--- config.mk ---
export PLATFORM = sky130hd
export DESIGN_NAME = ats_frame_parser
export DESIGN_NICKNAME = d
export VERILOG_FILES = /design/src/rtl/ats_pkg.sv /design/src/rtl/ats_frame_parser.sv
export VERILOG_INCLUDE_DIRS = /design/src /design/src/rtl
export SDC_FILE = /design/constraint.sdc
export NUM_CORES = 1
export LEC_CHECK = 0
export BUFFER_PORTS_ARGS = -buffer_cell sky130_fd_sc_hd__buf_2
export CAP_MARGIN = 20
export CORE_MARGIN = 2
export CORE_UTILIZATION = 40
export DETAILED_ROUTE_END_ITERATION = 16
export PLACE_DENSITY = 0.58
export SETUP_SLACK_MARGIN = 0.2
export SLEW_MARGIN = 40
export SYNTH_ARGS = -nofsm -noshare
export SYNTH_HDL_FRONTEND = slang
export SYNTH_SLANG_ARGS = --single-unit
--- constraint.sdc ---
create_clock -name clock -period 7.5 [get_ports clock]
set_input_delay 0.75 -clock clock [delete_from_list [all_inputs] [get_ports clock]]
set_output_delay 0.75 -clock clock [all_outputs]
set_load 0.05 [all_outputs]
--- src/rtl/ats_frame_parser_macros.svh ---
// Assertion macros shared by the ATS frame parser RTL.
// Expects signals named clock and reset in the using module.
`ifndef ATS_FRAME_PARSER_MACROS_SVH
`define ATS_FRAME_PARSER_MACROS_SVH

// same-cycle implication, disabled during reset
`define ATS_ASSERT_IMP(lbl, ante, cons) \
   lbl: assert property (@(posedge clock) disable iff (reset) (ante) |-> (cons)) \
      else $error("ats_frame_parser: assertion failed");

// next-cycle implication, disabled during reset
`define ATS_ASSERT_NXT(lbl, ante, cons) \
   lbl: assert property (@(posedge clock) disable iff (reset) (ante) |=> (cons)) \
      else $error("ats_frame_parser: assertion failed");

`endif

--- src/rtl/ats_pkg.sv ---
// Types, codes and decode tables for the ATS frame parser.
// No dependencies; used by ats_frame_parser.
package ats_pkg;

   typedef enum logic [3:0] {
      ST_OK        = 4'd0,
      ST_BAD_COUNT = 4'd1,
      ST_TL_OVER   = 4'd2,
      ST_TL_ZERO   = 4'd3,
      ST_NO_TA     = 4'd4,
      ST_NO_TB     = 4'd5,
      ST_NO_TC     = 4'd6,
      ST_SHORT_IND = 4'd7,
      ST_BAD_TLV   = 4'd8
   } status_type;

   typedef struct packed {
      logic [3:0] fsci;
      logic       same_div;
      logic [2:0] ds;
      logic [2:0] dr;
      logic [3:0] fwi;
      logic [3:0] sfgi;
      logic       cid;
      logic       nad;
   } iface_type;

   localparam iface_type IFACE_DEFAULT = '{
      fsci: 4'd2, same_div: 1'b0, ds: 3'd0, dr: 3'd0,
      fwi: 4'd4, sfgi: 4'd0, cid: 1'b1, nad: 1'b0
   };

   localparam logic [7:0] CAT_STATUS    = 8'h00;  // category with trailing indicator
   localparam logic [7:0] CAT_TLV       = 8'h80;  // category with TLV area only
   localparam logic [3:0] TAG_INDICATOR = 4'd8;
   localparam logic [3:0] NIBBLE_RFU    = 4'd15;
   localparam logic [3:0] FWI_DEFAULT   = 4'd4;
   localparam logic [3:0] SFGI_DEFAULT  = 4'd0;
   localparam logic [3:0] IND_FULL_LEN  = 4'd3;

   function automatic logic [12:0] fsc_decode(input logic [3:0] fsci);
      logic [12:0] fsc;
      case (fsci)
         4'd0:    fsc = 13'd16;
         4'd1:    fsc = 13'd24;
         4'd2:    fsc = 13'd32;
         4'd3:    fsc = 13'd40;
         4'd4:    fsc = 13'd48;
         4'd5:    fsc = 13'd64;
         4'd6:    fsc = 13'd96;
         4'd7:    fsc = 13'd128;
         4'd8:    fsc = 13'd256;
         4'd9:    fsc = 13'd512;
         4'd10:   fsc = 13'd1024;
         4'd11:   fsc = 13'd2048;
         default: fsc = 13'd4096;
      endcase
      return fsc;
   endfunction

endpackage

--- src/rtl/ats_frame_parser.sv ---
// ATS frame parser top level: byte stream in, one parsed record per frame out.
// Depends on ats_pkg and ats_frame_parser_macros.svh.
//
//   channel | direction | handshake          | payload
//   req     | in        | req_valid/stall    | data_byte, last_byte
//   rsp     | out       | rsp_valid/stall    | status and parsed record fields
//
// One byte per cycle: a byte is held in the input register, is parsed against
// the running state there, and the last byte loads the result register.
// Bytes of the next frame keep flowing while a result waits; only a last byte
// stalls behind a result that has not been taken.
// Synchronous active-high reset clears all control and parser state.
`include "ats_frame_parser_macros.svh"

module ats_frame_parser #(
   parameter int MAX_FRAME = 256
) (
   input  logic        clock,
   input  logic        reset,
   input  logic        req_valid,
   output logic        req_stall,
   input  logic [7:0]  req_data_byte,
   input  logic        req_last_byte,
   output logic        rsp_valid,
   input  logic        rsp_stall,
   output logic [3:0]  rsp_status,
   output logic [12:0] rsp_frame_size,
   output logic        rsp_same_divisor_required,
   output logic [2:0]  rsp_send_divisors,
   output logic [2:0]  rsp_receive_divisors,
   output logic [3:0]  rsp_wait_integer,
   output logic [3:0]  rsp_guard_integer,
   output logic        rsp_cid_capable,
   output logic        rsp_nad_capable,
   output logic [7:0]  rsp_category_byte,
   output logic [1:0]  rsp_indicator_count,
   output logic [23:0] rsp_indicator_bytes
);

   localparam int PosW = $clog2(MAX_FRAME + 1);
   localparam logic [PosW-1:0] PosMax = PosW'(MAX_FRAME);

   // input register
   logic        in_valid_ff, in_valid_in;
   logic [7:0]  in_data_ff;
   logic        in_last_ff;
   logic        accept, advance, finish;

   // parser state
   logic [PosW-1:0]   pos_ff, pos_in;
   logic [7:0]        tl_ff, tl_in, tl_upd;
   logic [7:0]        fmt_ff, fmt_in, fmt_upd;
   logic [7:0]        cat_ff, cat_in, cat_upd;
   ats_pkg::iface_type iface_ff, iface_in, iface_upd;
   logic [3:0]        rem_ff, rem_in, rem_upd;
   logic [3:0]        tag_ff, tag_in, tag_upd;
   logic [23:0]       shift_ff, shift_in, shift_upd;
   logic [3:0]        ilen_ff, ilen_in, ilen_upd;
   logic              seen_ff, seen_in, seen_upd;

   // result register
   logic        rsp_valid_ff, rsp_valid_in;
   logic [3:0]  status_ff;
   logic [12:0] fsize_ff;
   ats_pkg::iface_type riface_ff;
   logic [7:0]  rcat_ff;
   logic [1:0]  icount_ff;
   logic [23:0] ibytes_ff;
   logic        rsp_err;

   logic [7:0]  b;
   logic [9:0]  pos10, tl10, tlu10, k10;
   logic [1:0]  ni, ni_upd;
   logic [9:0]  idx10;
   logic        take, is_fmt, is_iface, is_cat, is_hist, tlv_byte, trail_byte;
   logic        sel_ta, sel_tb, sel_tc;
   logic [7:0]  ta;
   ats_pkg::status_type st;
   logic [1:0]  icount;
   logic [23:0] ibytes;

   assign advance   = in_valid_ff && (!in_last_ff || !rsp_valid_ff || !rsp_stall);
   assign finish    = advance && in_last_ff;
   assign req_stall = in_valid_ff && !advance;
   assign accept    = req_valid && !req_stall;

   always_comb begin
      in_valid_in = in_valid_ff;
      if (accept) begin
         in_valid_in = 1'b1;
      end else if (advance) begin
         in_valid_in = 1'b0;
      end
   end

   // byte classification
   assign b      = in_data_ff;
   assign pos10  = 10'(pos_ff);
   assign tl10   = {2'b00, tl_ff};
   assign ni     = 2'(fmt_ff[4]) + 2'(fmt_ff[5]) + 2'(fmt_ff[6]);
   assign k10    = pos10 - 10'd2;
   assign take   = (pos_ff != '0) && (pos10 < tl10);
   assign is_fmt = take && (pos10 == 10'd1);
   assign is_iface = take && (pos10 >= 10'd2) && (k10 < 10'(ni));
   assign is_cat   = take && (pos10 >= 10'd2) && (k10 == 10'(ni));
   assign is_hist  = take && (pos10 >= 10'd2) && (k10 > 10'(ni))
                     && (cat_ff == ats_pkg::CAT_STATUS || cat_ff == ats_pkg::CAT_TLV);
   // category 0x00 keeps its last three bytes for the mandatory indicator
   assign tlv_byte   = is_hist && (cat_ff == ats_pkg::CAT_TLV || pos10 + 10'd3 < tl10);
   assign trail_byte = is_hist && (cat_ff == ats_pkg::CAT_STATUS)
                       && (pos10 + 10'd3 >= tl10) && (tl10 >= 10'd6 + 10'(ni));

   // which interface byte this one is, from the announce bits
   assign sel_ta = fmt_ff[4] && (k10 == 10'd0);
   assign sel_tb = fmt_ff[5] && (k10 == 10'(fmt_ff[4]));
   assign sel_tc = fmt_ff[6] && (k10 == 10'(fmt_ff[4]) + 10'(fmt_ff[5]));
   assign ta     = b[3] ? 8'h00 : b;  // RFU bit set: treat TA1 as zero

   always_comb begin
      tl_upd    = (pos_ff == '0) ? b : tl_ff;
      fmt_upd   = fmt_ff;
      cat_upd   = cat_ff;
      iface_upd = iface_ff;
      rem_upd   = rem_ff;
      tag_upd   = tag_ff;
      shift_upd = shift_ff;
      ilen_upd  = ilen_ff;
      seen_upd  = seen_ff;
      if (is_fmt) begin
         fmt_upd        = b;
         iface_upd.fsci = b[3:0];
      end
      if (is_iface && sel_ta) begin
         iface_upd.same_div = ta[7];
         iface_upd.ds       = ta[6:4];
         iface_upd.dr       = ta[2:0];
      end
      if (is_iface && sel_tb) begin
         iface_upd.fwi  = (b[7:4] == ats_pkg::NIBBLE_RFU) ? ats_pkg::FWI_DEFAULT : b[7:4];
         iface_upd.sfgi = (b[3:0] == ats_pkg::NIBBLE_RFU) ? ats_pkg::SFGI_DEFAULT : b[3:0];
      end
      if (is_iface && sel_tc) begin
         iface_upd.cid = b[1];
         iface_upd.nad = b[0];
      end
      if (is_cat) begin
         cat_upd = b;
      end
      if (tlv_byte) begin
         if (rem_ff == 4'd0) begin
            tag_upd = b[7:4];
            rem_upd = b[3:0];
            if (b[7:4] == ats_pkg::TAG_INDICATOR) begin
               seen_upd  = 1'b1;
               ilen_upd  = b[3:0];
               shift_upd = '0;
            end
         end else begin
            rem_upd = rem_ff - 4'd1;
            if (tag_ff == ats_pkg::TAG_INDICATOR) begin
               shift_upd = {shift_ff[15:0], b};
            end
         end
      end
      if (trail_byte && !seen_ff) begin
         shift_upd = {shift_ff[15:0], b};
         ilen_upd  = ats_pkg::IND_FULL_LEN;
      end
   end

   // end-of-frame checks on the updated state
   assign tlu10  = {2'b00, tl_upd};
   assign ni_upd = 2'(fmt_upd[4]) + 2'(fmt_upd[5]) + 2'(fmt_upd[6]);
   assign idx10  = 10'd2 + 10'(ni_upd);

   always_comb begin
      st = ats_pkg::ST_OK;
      if (pos_ff >= PosMax) begin
         st = ats_pkg::ST_BAD_COUNT;
      end else if (tlu10 > pos10 + 10'd1) begin
         st = ats_pkg::ST_TL_OVER;
      end else if (tl_upd == 8'd0) begin
         st = ats_pkg::ST_TL_ZERO;
      end else if (tl_upd == 8'd1) begin
         st = ats_pkg::ST_OK;
      end else if (fmt_upd[4] && tlu10 <= 10'd2) begin
         st = ats_pkg::ST_NO_TA;
      end else if (fmt_upd[5] && tlu10 <= 10'd2 + 10'(fmt_upd[4])) begin
         st = ats_pkg::ST_NO_TB;
      end else if (fmt_upd[6] && tlu10 <= 10'd2 + 10'(fmt_upd[4]) + 10'(fmt_upd[5])) begin
         st = ats_pkg::ST_NO_TC;
      end else if (idx10 < tlu10) begin
         if (cat_upd == ats_pkg::CAT_STATUS && tlu10 < idx10 + 10'd4) begin
            st = ats_pkg::ST_SHORT_IND;
         end else if ((cat_upd == ats_pkg::CAT_STATUS || cat_upd == ats_pkg::CAT_TLV)
                      && rem_upd != 4'd0) begin
            st = ats_pkg::ST_BAD_TLV;
         end
      end
   end

   always_comb begin
      icount = 2'd0;
      ibytes = '0;
      case (ilen_upd)
         4'd1: begin
            icount = 2'd1;
            ibytes = {16'h0000, shift_upd[7:0]};
         end
         4'd2: begin
            icount = 2'd2;
            ibytes = {8'h00, shift_upd[15:0]};
         end
         4'd3: begin
            icount = 2'd3;
            ibytes = shift_upd;
         end
         default: begin
            icount = 2'd0;
            ibytes = '0;
         end
      endcase
   end

   // state next values: a finished frame returns to the reset state
   always_comb begin
      pos_in   = pos_ff;
      tl_in    = tl_ff;
      fmt_in   = fmt_ff;
      cat_in   = cat_ff;
      iface_in = iface_ff;
      rem_in   = rem_ff;
      tag_in   = tag_ff;
      shift_in = shift_ff;
      ilen_in  = ilen_ff;
      seen_in  = seen_ff;
      if (finish) begin
         pos_in   = '0;
         tl_in    = '0;
         fmt_in   = '0;
         cat_in   = '0;
         iface_in = ats_pkg::IFACE_DEFAULT;
         rem_in   = '0;
         tag_in   = '0;
         shift_in = '0;
         ilen_in  = '0;
         seen_in  = 1'b0;
      end else if (advance) begin
         pos_in   = (pos_ff == PosMax) ? pos_ff : pos_ff + PosW'(1);
         tl_in    = tl_upd;
         fmt_in   = fmt_upd;
         cat_in   = cat_upd;
         iface_in = iface_upd;
         rem_in   = rem_upd;
         tag_in   = tag_upd;
         shift_in = shift_upd;
         ilen_in  = ilen_upd;
         seen_in  = seen_upd;
      end
   end

   always_comb begin
      rsp_valid_in = rsp_valid_ff && rsp_stall;
      if (finish) begin
         rsp_valid_in = 1'b1;
      end
   end

   always_ff @(posedge clock) begin
      if (reset) begin
         in_valid_ff  <= 1'b0;
         rsp_valid_ff <= 1'b0;
         pos_ff       <= '0;
         tl_ff        <= '0;
         fmt_ff       <= '0;
         cat_ff       <= '0;
         iface_ff     <= ats_pkg::IFACE_DEFAULT;
         rem_ff       <= '0;
         tag_ff       <= '0;
         shift_ff     <= '0;
         ilen_ff      <= '0;
         seen_ff      <= 1'b0;
      end else begin
         in_valid_ff  <= in_valid_in;
         rsp_valid_ff <= rsp_valid_in;
         pos_ff       <= pos_in;
         tl_ff        <= tl_in;
         fmt_ff       <= fmt_in;
         cat_ff       <= cat_in;
         iface_ff     <= iface_in;
         rem_ff       <= rem_in;
         tag_ff       <= tag_in;
         shift_ff     <= shift_in;
         ilen_ff      <= ilen_in;
         seen_ff      <= seen_in;
      end
   end

   // payload registers
   always_ff @(posedge clock) begin
      if (accept) begin
         in_data_ff <= req_data_byte;
         in_last_ff <= req_last_byte;
      end
      if (finish) begin
         status_ff <= 4'(st);
         if (st == ats_pkg::ST_OK) begin
            fsize_ff  <= ats_pkg::fsc_decode(iface_upd.fsci);
            riface_ff <= iface_upd;
            rcat_ff   <= cat_upd;
            icount_ff <= icount;
            ibytes_ff <= ibytes;
         end else begin
            fsize_ff  <= '0;
            riface_ff <= '0;
            rcat_ff   <= '0;
            icount_ff <= '0;
            ibytes_ff <= '0;
         end
      end
   end

   assign rsp_valid                 = rsp_valid_ff;
   assign rsp_status                = status_ff;
   assign rsp_frame_size            = fsize_ff;
   assign rsp_same_divisor_required = riface_ff.same_div;
   assign rsp_send_divisors         = riface_ff.ds;
   assign rsp_receive_divisors      = riface_ff.dr;
   assign rsp_wait_integer          = riface_ff.fwi;
   assign rsp_guard_integer         = riface_ff.sfgi;
   assign rsp_cid_capable           = riface_ff.cid;
   assign rsp_nad_capable           = riface_ff.nad;
   assign rsp_category_byte         = rcat_ff;
   assign rsp_indicator_count       = icount_ff;
   assign rsp_indicator_bytes       = ibytes_ff;

   assign rsp_err = rsp_valid_ff && (status_ff != 4'(ats_pkg::ST_OK));

   `ATS_ASSERT_IMP(a_err_fields_zero, rsp_err, fsize_ff == '0 && icount_ff == '0 && rcat_ff == '0)
   `ATS_ASSERT_IMP(a_no_ind_no_bytes, rsp_valid_ff && icount_ff == 2'd0, ibytes_ff == '0)
   `ATS_ASSERT_NXT(a_frame_restart, finish, pos_ff == '0 && !seen_ff && rem_ff == '0)
   `ATS_ASSERT_IMP(a_stall_only_last, req_stall, in_valid_ff && in_last_ff && rsp_valid_ff)

endmodule
==> results.cfg, run 1 <==
[clocking]
htree_levels = 4
cts_tree = done
hold_buffers = 0
clock_path_buffers = 2
post_cts_buffers = 0
cts_resized = 0
insertion_delay_ns = 0.44
cts_inserted_buffers = 17
cts_root_buf = clkbuf_16
clk_pin_slew_ns = 0.08
clock_sinks = 162

[placement]
preCtsSetupSlack_ns = 1.26
place.gp.congestion = 0.913
io_buffers = 79
dpl_cell_area_sq_um = 9780
place_hpwl_microns = 17300

[timing]
fin_crit_sh_pct = 84.3
slew_viol_final = 0
rsz0062_at_grt = no
slew_headroom_pct = 43.2
finalClockSkew_ns = 0.0108
hold_viol = 0
setup_violations = 0
setup_slack_ns = 1.18
tightest_slew_ns = 0.852
tns_ns = 0
clock.fmax_mhz = 158
timing.final.crit_period_ns = 6.32

[logic_synthesis]
synth_area_sq_um = 9230
synth_cell_types = 75
syn_inst = 994
syn_avg_cell_area_sq_um = 9.28
ys_top_cells_by_count = nor2_1, nand2_1, a21oi_1
ys_seq_area_share_pct = 43.2
async_reset_ff_share_pct = 0
yosys_warnings = 0
netlist.area_leader.share_pct = 24.1
synth_area_leader_cell = edfxtp_1
ys_top_cells_by_area = edfxtp_1, dfxtp_1, ha_1
yosys.cell_count.top_type = nor2_1
ys_seq_elements = 162
synth-edff-count = 74
synthFlopType = dfxtp_1

[power]
p_seq_share_pct = 45.1
swShare_pct = 31.1
ir_drop_uv = 135
comb_power_share_pct = 14.8
powerDensity_nw_per_um2 = 207
leakage_nw = 3.75
power.internal_mw = 1.48
switching_power_mw = 0.668
clkPwrFrac_pct = 40.0

[setup_path]
crit_path_end = rsp_frame_size[6]
r2r-start = pos_ff[0]
r2r_setup_slack_ns = 1.18
endpoint_kind = flip-flop
r2r_end = rsp_frame_size[6]
crit_start = pos_ff[0]
critical_path.max_fanout = 39
critPathKind = reg2reg
crit_arrival_ns = 6.50
startpoint_type = flip-flop
worstPathRequired_ns = 7.68
reg2reg_depth = 16

[layout]
stdcell_area_sq_um = 10400
fillCellCount = 2189
area_delta_synth_final_pct = 12.5
multiInputGateArea_sq_um = 4840
drive_gt1_share_pct = 16.5
antenna_cells = 0
layout.area.seq_sq_um = 3980
final_nets = 1106

[global_routing]
grtUsageTotal_pct = 21.1
grt-ovfl-total = 0
grt_max_degree = 84
grt_pass1_vias = 6911
met1_usage_pct = 31.4
grt_busiest_layer = met1
met2_usage_pct = 31.3
antenna_found_initial = 0
grt_util_met3_pct = 3.86
grt_pass1_wl_microns = 39700

[outcome]
status = finished clean

[die]
io-pin-count = 83
start_util_pct = 40.8
dieArea_sq_um = 24300
row_count = 55
die_h_microns = 156
dieWidth_microns = 156
core_area_sq_um = 22600

[job]
drv_cap = 0

[routing]
drc_errors = 0
vias = 7444
totalWireLength_microns = 25100
drt_iter0_drc = 659
wl_per_cell_microns = 18.7
antenna_left = 0
drt-vias-per-instance = 5.57
firstDrtPassIters = 5

[worst_hold_path]
hp-class = reg2reg
==> critical path: stages, from the launching register on <==
cell	delay, ns
dfxtp_1	0.47
inv_1	0.26
ha_1	0.28
nor4b_4	0.37
nand2_1	0.57
a21oi_1	0.51
inv_1	0.18
ha_1	0.33
nand4_1	0.13
o32ai_1	0.30
nor3_1	0.13
a311o_1	0.30
or4b_1	0.48
or4_1	0.50
or3b_4	0.63
buf_4	0.46
nor3_1	0.12
==> power by group through the flow <==
stage	sequential, mW	combinational, mW	clock [mW]
2_1_floorplan	1.01	0.209	0
3_3_place_gp	0.988	0.308	0
3_5_place_dp	0.989	0.311	0
4_1_cts	0.969	0.312	0.878
5_1_grt	0.971	0.348	0.911
6_report	0.969	0.318	0.859
==> logic make-up after synthesis <==
group / after synthesis / synth area share [%]
other: 1 / 0.0406
muxes: 25 / 2.74
xor gates and xnor gates: 25 / 2.37
and+or+nand+nor: 405 / 24.2
DFF: 162 / 43.2
AOI/OAI and AO/OA: 222 / 15.1
buffers and inverters: 100 / 4.85
adders and majority gates: 54 / 7.49
==> sequential cells by signal, indices dropped and copies added, names as in the netlist, 8 cells and up <==
| register | cells |
|---|---|
| rsp_frame_size | 10 |
| rsp_indicator_bytes | 24 |
| tl_ff | 8 |
| iface_ff | 21 |
| cat_ff | 8 |
| rsp_category_byte | 8 |
| b | 8 |
| shift_ff | 24 |
| pos_ff | 9 |
==> worst min path at each step <==
stage	startpoint	end	slack, ns	cells after the start
after global routing	req_data_byte[3]	b[3]	0.46	1
after CTS	shift_ff[16]	shift_ff[16]	0.45	2
after detailed placement	shift_ff[23]	shift_ff[23]	0.44	2
after global placement	iface_ff[10]	iface_ff[10]	0.44	2
after floorplan	shift_ff[16]	shift_ff[16]	0.43	2
final	shift_ff[23]	shift_ff[23]	0.45	2
==> cell type report <==
type	instances	area share, %
Sequential cell	162	38.4
Tap cell	285	3.44
Multi-Input combinational cell	734	46.6
Clock inverter	14	1.37
Timing Repair Buffer	88	4.73
Clock buffer	18	4.14
Inverter	36	1.30
==> per-stage QoR <==
step / hold WS, ns / std cells / total power [mW] / util (%)
after floorplan: 0.432 / 996 / 1.22 / -
after global placement: 0.440 / 1304 / 1.30 / 43.1
after detailed placement: 0.444 / 1304 / 1.30 / 43.2
after CTS: 0.454 / 1336 / 2.16 / 45.7
after global routing: 0.465 / 1337 / 2.23 / 45.8
final: 0.453 / 1337 / 2.15 / 45.8
==> cells in the final DEF, fill, tap and decap left out, types with 10 or more instances in the layout <==
cell type	count
edfxtp_1	74
o21ai_0	18
nand2_1	109
nand3_1	26
a21oi_1	104
a31oi_1	12
a211oi_1	27
nor4b_2	25
mux2i_1	23
xor2_1	10
clkbuf_16	17
dfxtp_1	88
ha_1	52
nor2b_1	21
nor2_1	112
inv_1	33
nor3_1	39
xnor2_1	15
buf_2	79
==> metal layers <==
| metal | share of wire (%) | up-vias |
|---|---|---|
| li1 | - | 3678 |
| met2 | 43 | 252 |
| met4 | 1.6 | 0 |
| met3 | 6.0 | 27 |
| met1 | 49 | 3487 |
| met5 | 0 | - |
Note: power is estimated with default switching activity, not from simulation.
==> run 2, diff against run 1 <==
Settings changed: ABC_AREA from default to 1, PLACE_DENSITY 0.58 to 0.6.
Clock period 7.5 ns to 5.3 ns, I/O delays scaled along.
==> run 2 against run 1 <==
Net effect: final cell count up 23%; critical path depth up 10; sequential share of layout area down 2.0 points; maximum frequency is 35% higher; critical path type unchanged; final area up 5.7%.
==> results.cfg, run 2 <==
[placement]
place.gp.congestion = 0.905
io_buffers = 79
place_hpwl_microns = 18500
dpl_cell_area_sq_um = 10400
preCtsSetupSlack_ns = 0.501

[setup_path]
r2r-start = pos_ff[0]
reg2reg_depth = 26
crit_arrival_ns = 4.84
r2r_end = rsp_indicator_bytes[23]
critPathKind = reg2reg
r2r_setup_slack_ns = 0.63
crit_path_max_incr_delay_ns = 0.47
critical_path.max_fanout = 39
worstPathRequired_ns = 5.48
endpoint_kind = flip-flop
startpoint_type = flip-flop
cp_slowest_cell = dfxtp_1
cp_common_cell = nand2_2

[logic_synthesis]
synth_area_leader_cell = edfxtp_1
syn_inst = 1245
ys_top_cells_by_count = inv_1, nand2_1, o21ai_0
synthAdderAreaFrac_pct = 7.13
synthFlopType = dfxtp_1
synth_area_sq_um = 9690
syn_avg_cell_area_sq_um = 7.78
synth_simple_gate_area_share_pct = 19.9
yosys.cell_count.top_type = inv_1
synth_xor_area_share_pct = 1.18
synth_cell_types = 47
async_reset_ff_share_pct = 0
netlist.area_leader.share_pct = 22.9
ys_top_cells_by_area = edfxtp_1, dfxtp_1, inv_1
muxShareOfSynthArea_pct = 0
synth_compound_area_share_pct = 19.0
ys_seq_area_share_pct = 41.1
synth-edff-count = 74
yosys_warnings = 0
ys_seq_elements = 162
synth_top_family_by_area = simple AND/OR/NAND/NOR gates

[die]
row_count = 56
io-pin-count = 83
dieWidth_microns = 160
dieArea_sq_um = 25500
core_area_sq_um = 23600
die_h_microns = 160
start_util_pct = 41.0

[timing]
timing.final.crit_period_ns = 4.67
finalClockSkew_ns = 0.00946
setup_violations = 0
slew_viol_final = 0
tightest_slew_ns = 0.778
slew_headroom_pct = 47.6
whs_ns = 0.259
fin_crit_sh_pct = 88.1
setup_slack_ns = 0.633
tns_ns = 0
hold_viol = 0
rsz0062_at_grt = no
clock.fmax_mhz = 214

[global_routing]
grt_util_met3_pct = 2.86
met2_usage_pct = 32.8
grtUsageTotal_pct = 20.5
grt-ovfl-total = 0
grt_pass1_wl_microns = 41600
met1_usage_pct = 28.4
grt_max_degree = 77
grt_pass1_vias = 7714
grt_busiest_layer = met2
antenna_found_initial = 0

[clocking]
insertion_delay_ns = 0.43
hold_buffers = 0
cts_inserted_buffers = 17
clock_path_buffers = 2
cts_resized = 0
clock_sinks = 162
clk_pin_slew_ns = 0.07
post_cts_buffers = 0
cts_root_buf = clkbuf_16
cts_tree = done
htree_levels = 4

[routing]
drt-vias-per-instance = 5.13
drt_iter0_drc = 659
wl_per_cell_microns = 15.6
totalWireLength_microns = 25600
drc_errors = 0
vias = 8404
antenna_left = 0
firstDrtPassIters = 5

[power]
powerDensity_nw_per_um2 = 329
finalPower_mw = 3.61
ir_drop_uv = 226
leakage_nw = 4.99

[layout]
area_delta_synth_final_pct = 13.2
final_common_cell = inv_1
antenna_cells = 0
drive_gt1_share_pct = 14.5
stdcell_area_sq_um = 11000
final_nets = 1374
final_cell_mix = inv_1, nand2_1, o21ai_0

[worst_hold_path]
min_path_cells = 2
hp-class = in2reg
min_to = in_valid_ff
hold_start = reset

[job]
drv_cap = 0

[outcome]
status = finished clean
run 2: cell types whose count changed in the layout (fill, tap and decap cells not counted), sizes merged, moves of 13 or more:
cell    before  now
nor4b       27    0
o21ai       19  161
inv         44  223
mux2i       23    0
nand3       26   46
nand2      111  194
buf         88  101
nor2b       21    0
xnor2       15    1
a211oi      27    1
o211ai       5   39
run 2: per-stage QoR:
| step | instances | utilization [%] |
|---|---|---|
| 2_1_floorplan | 1247 | - |
| 3_3_place_gp | 1606 | 43.8 |
| 3_5_place_dp | 1607 | 43.9 |
| 4_1_cts | 1639 | 46.4 |
| 5_1_grt | 1639 | 46.4 |
| 6_report | 1639 | 46.4 |
run 2: kinds of logic (layout without fill, tap and decap cells):
| group | Yosys count | in the layout |
|---|---|---|
| xor+xnor | 13 | 13 |
| other cells | 1 | 3 |
| fa+ha+maj | 54 | 54 |
| flops | 162 | 162 |
| simple gates | 407 | 407 |
| compound gates | 332 | 332 |
| buf+inv | 276 | 349 |
run 2: power breakdown:
| part | switching (mW) | leakage, nW | total (mW) | internal, mW |
|---|---|---|---|---|
| Combinational | 0.676 | 3.24 | 0.955 | 0.279 |
| Clock | 0.584 | 0.288 | 1.23 | 0.651 |
| Sequential | 0.0436 | 1.46 | 1.42 | 1.38 |
| Total | 1.30 | 4.99 | 3.61 | 2.31 |
run 2: cell type report:
class	instances	area [sq um]
Fill cell	2359	12600
Multi-Input combinational cell	809	4590
Sequential cell	162	3990
Inverter	216	812
Timing Repair Buffer	101	586
Clock buffer	18	450
Tap cell	319	399
Clock inverter	14	139
run 2: critical path, delay by kind of cell, from the launching register on:
| family | cells | cell delay (ns) |
|---|---|---|
| compound gates | 2 | 0.45 |
| fa+ha+maj | 3 | 0.97 |
| buf+inv | 5 | 0.83 |
| flops | 1 | 0.47 |
| simple gates | 16 | 1.68 |
run 2: worst max path at each step:
| stage | startpoint | to | cells past startpoint |
|---|---|---|---|
| floorplan | pos_ff[1] | rsp_indicator_bytes[19] | 26 |
| global placement | pos_ff[1] | rsp_frame_size[6] | 26 |
| detailed placement | pos_ff[1] | rsp_indicator_bytes[9] | 26 |
| CTS | pos_ff[1] | rsp_frame_size[4] | 26 |
| global route | pos_ff[0] | rsp_indicator_bytes[9] | 24 |
| finish | pos_ff[0] | rsp_indicator_bytes[23] | 26 |
run 2: layer usage:
| layer | wire length, microns | share of wire (%) |
|---|---|---|
| met1 | 12200 | 48 |
| met2 | 11500 | 45 |
| met3 | 1340 | 5.2 |
| met4 | 502 | 2.0 |
| met5 | 0 | 0 |
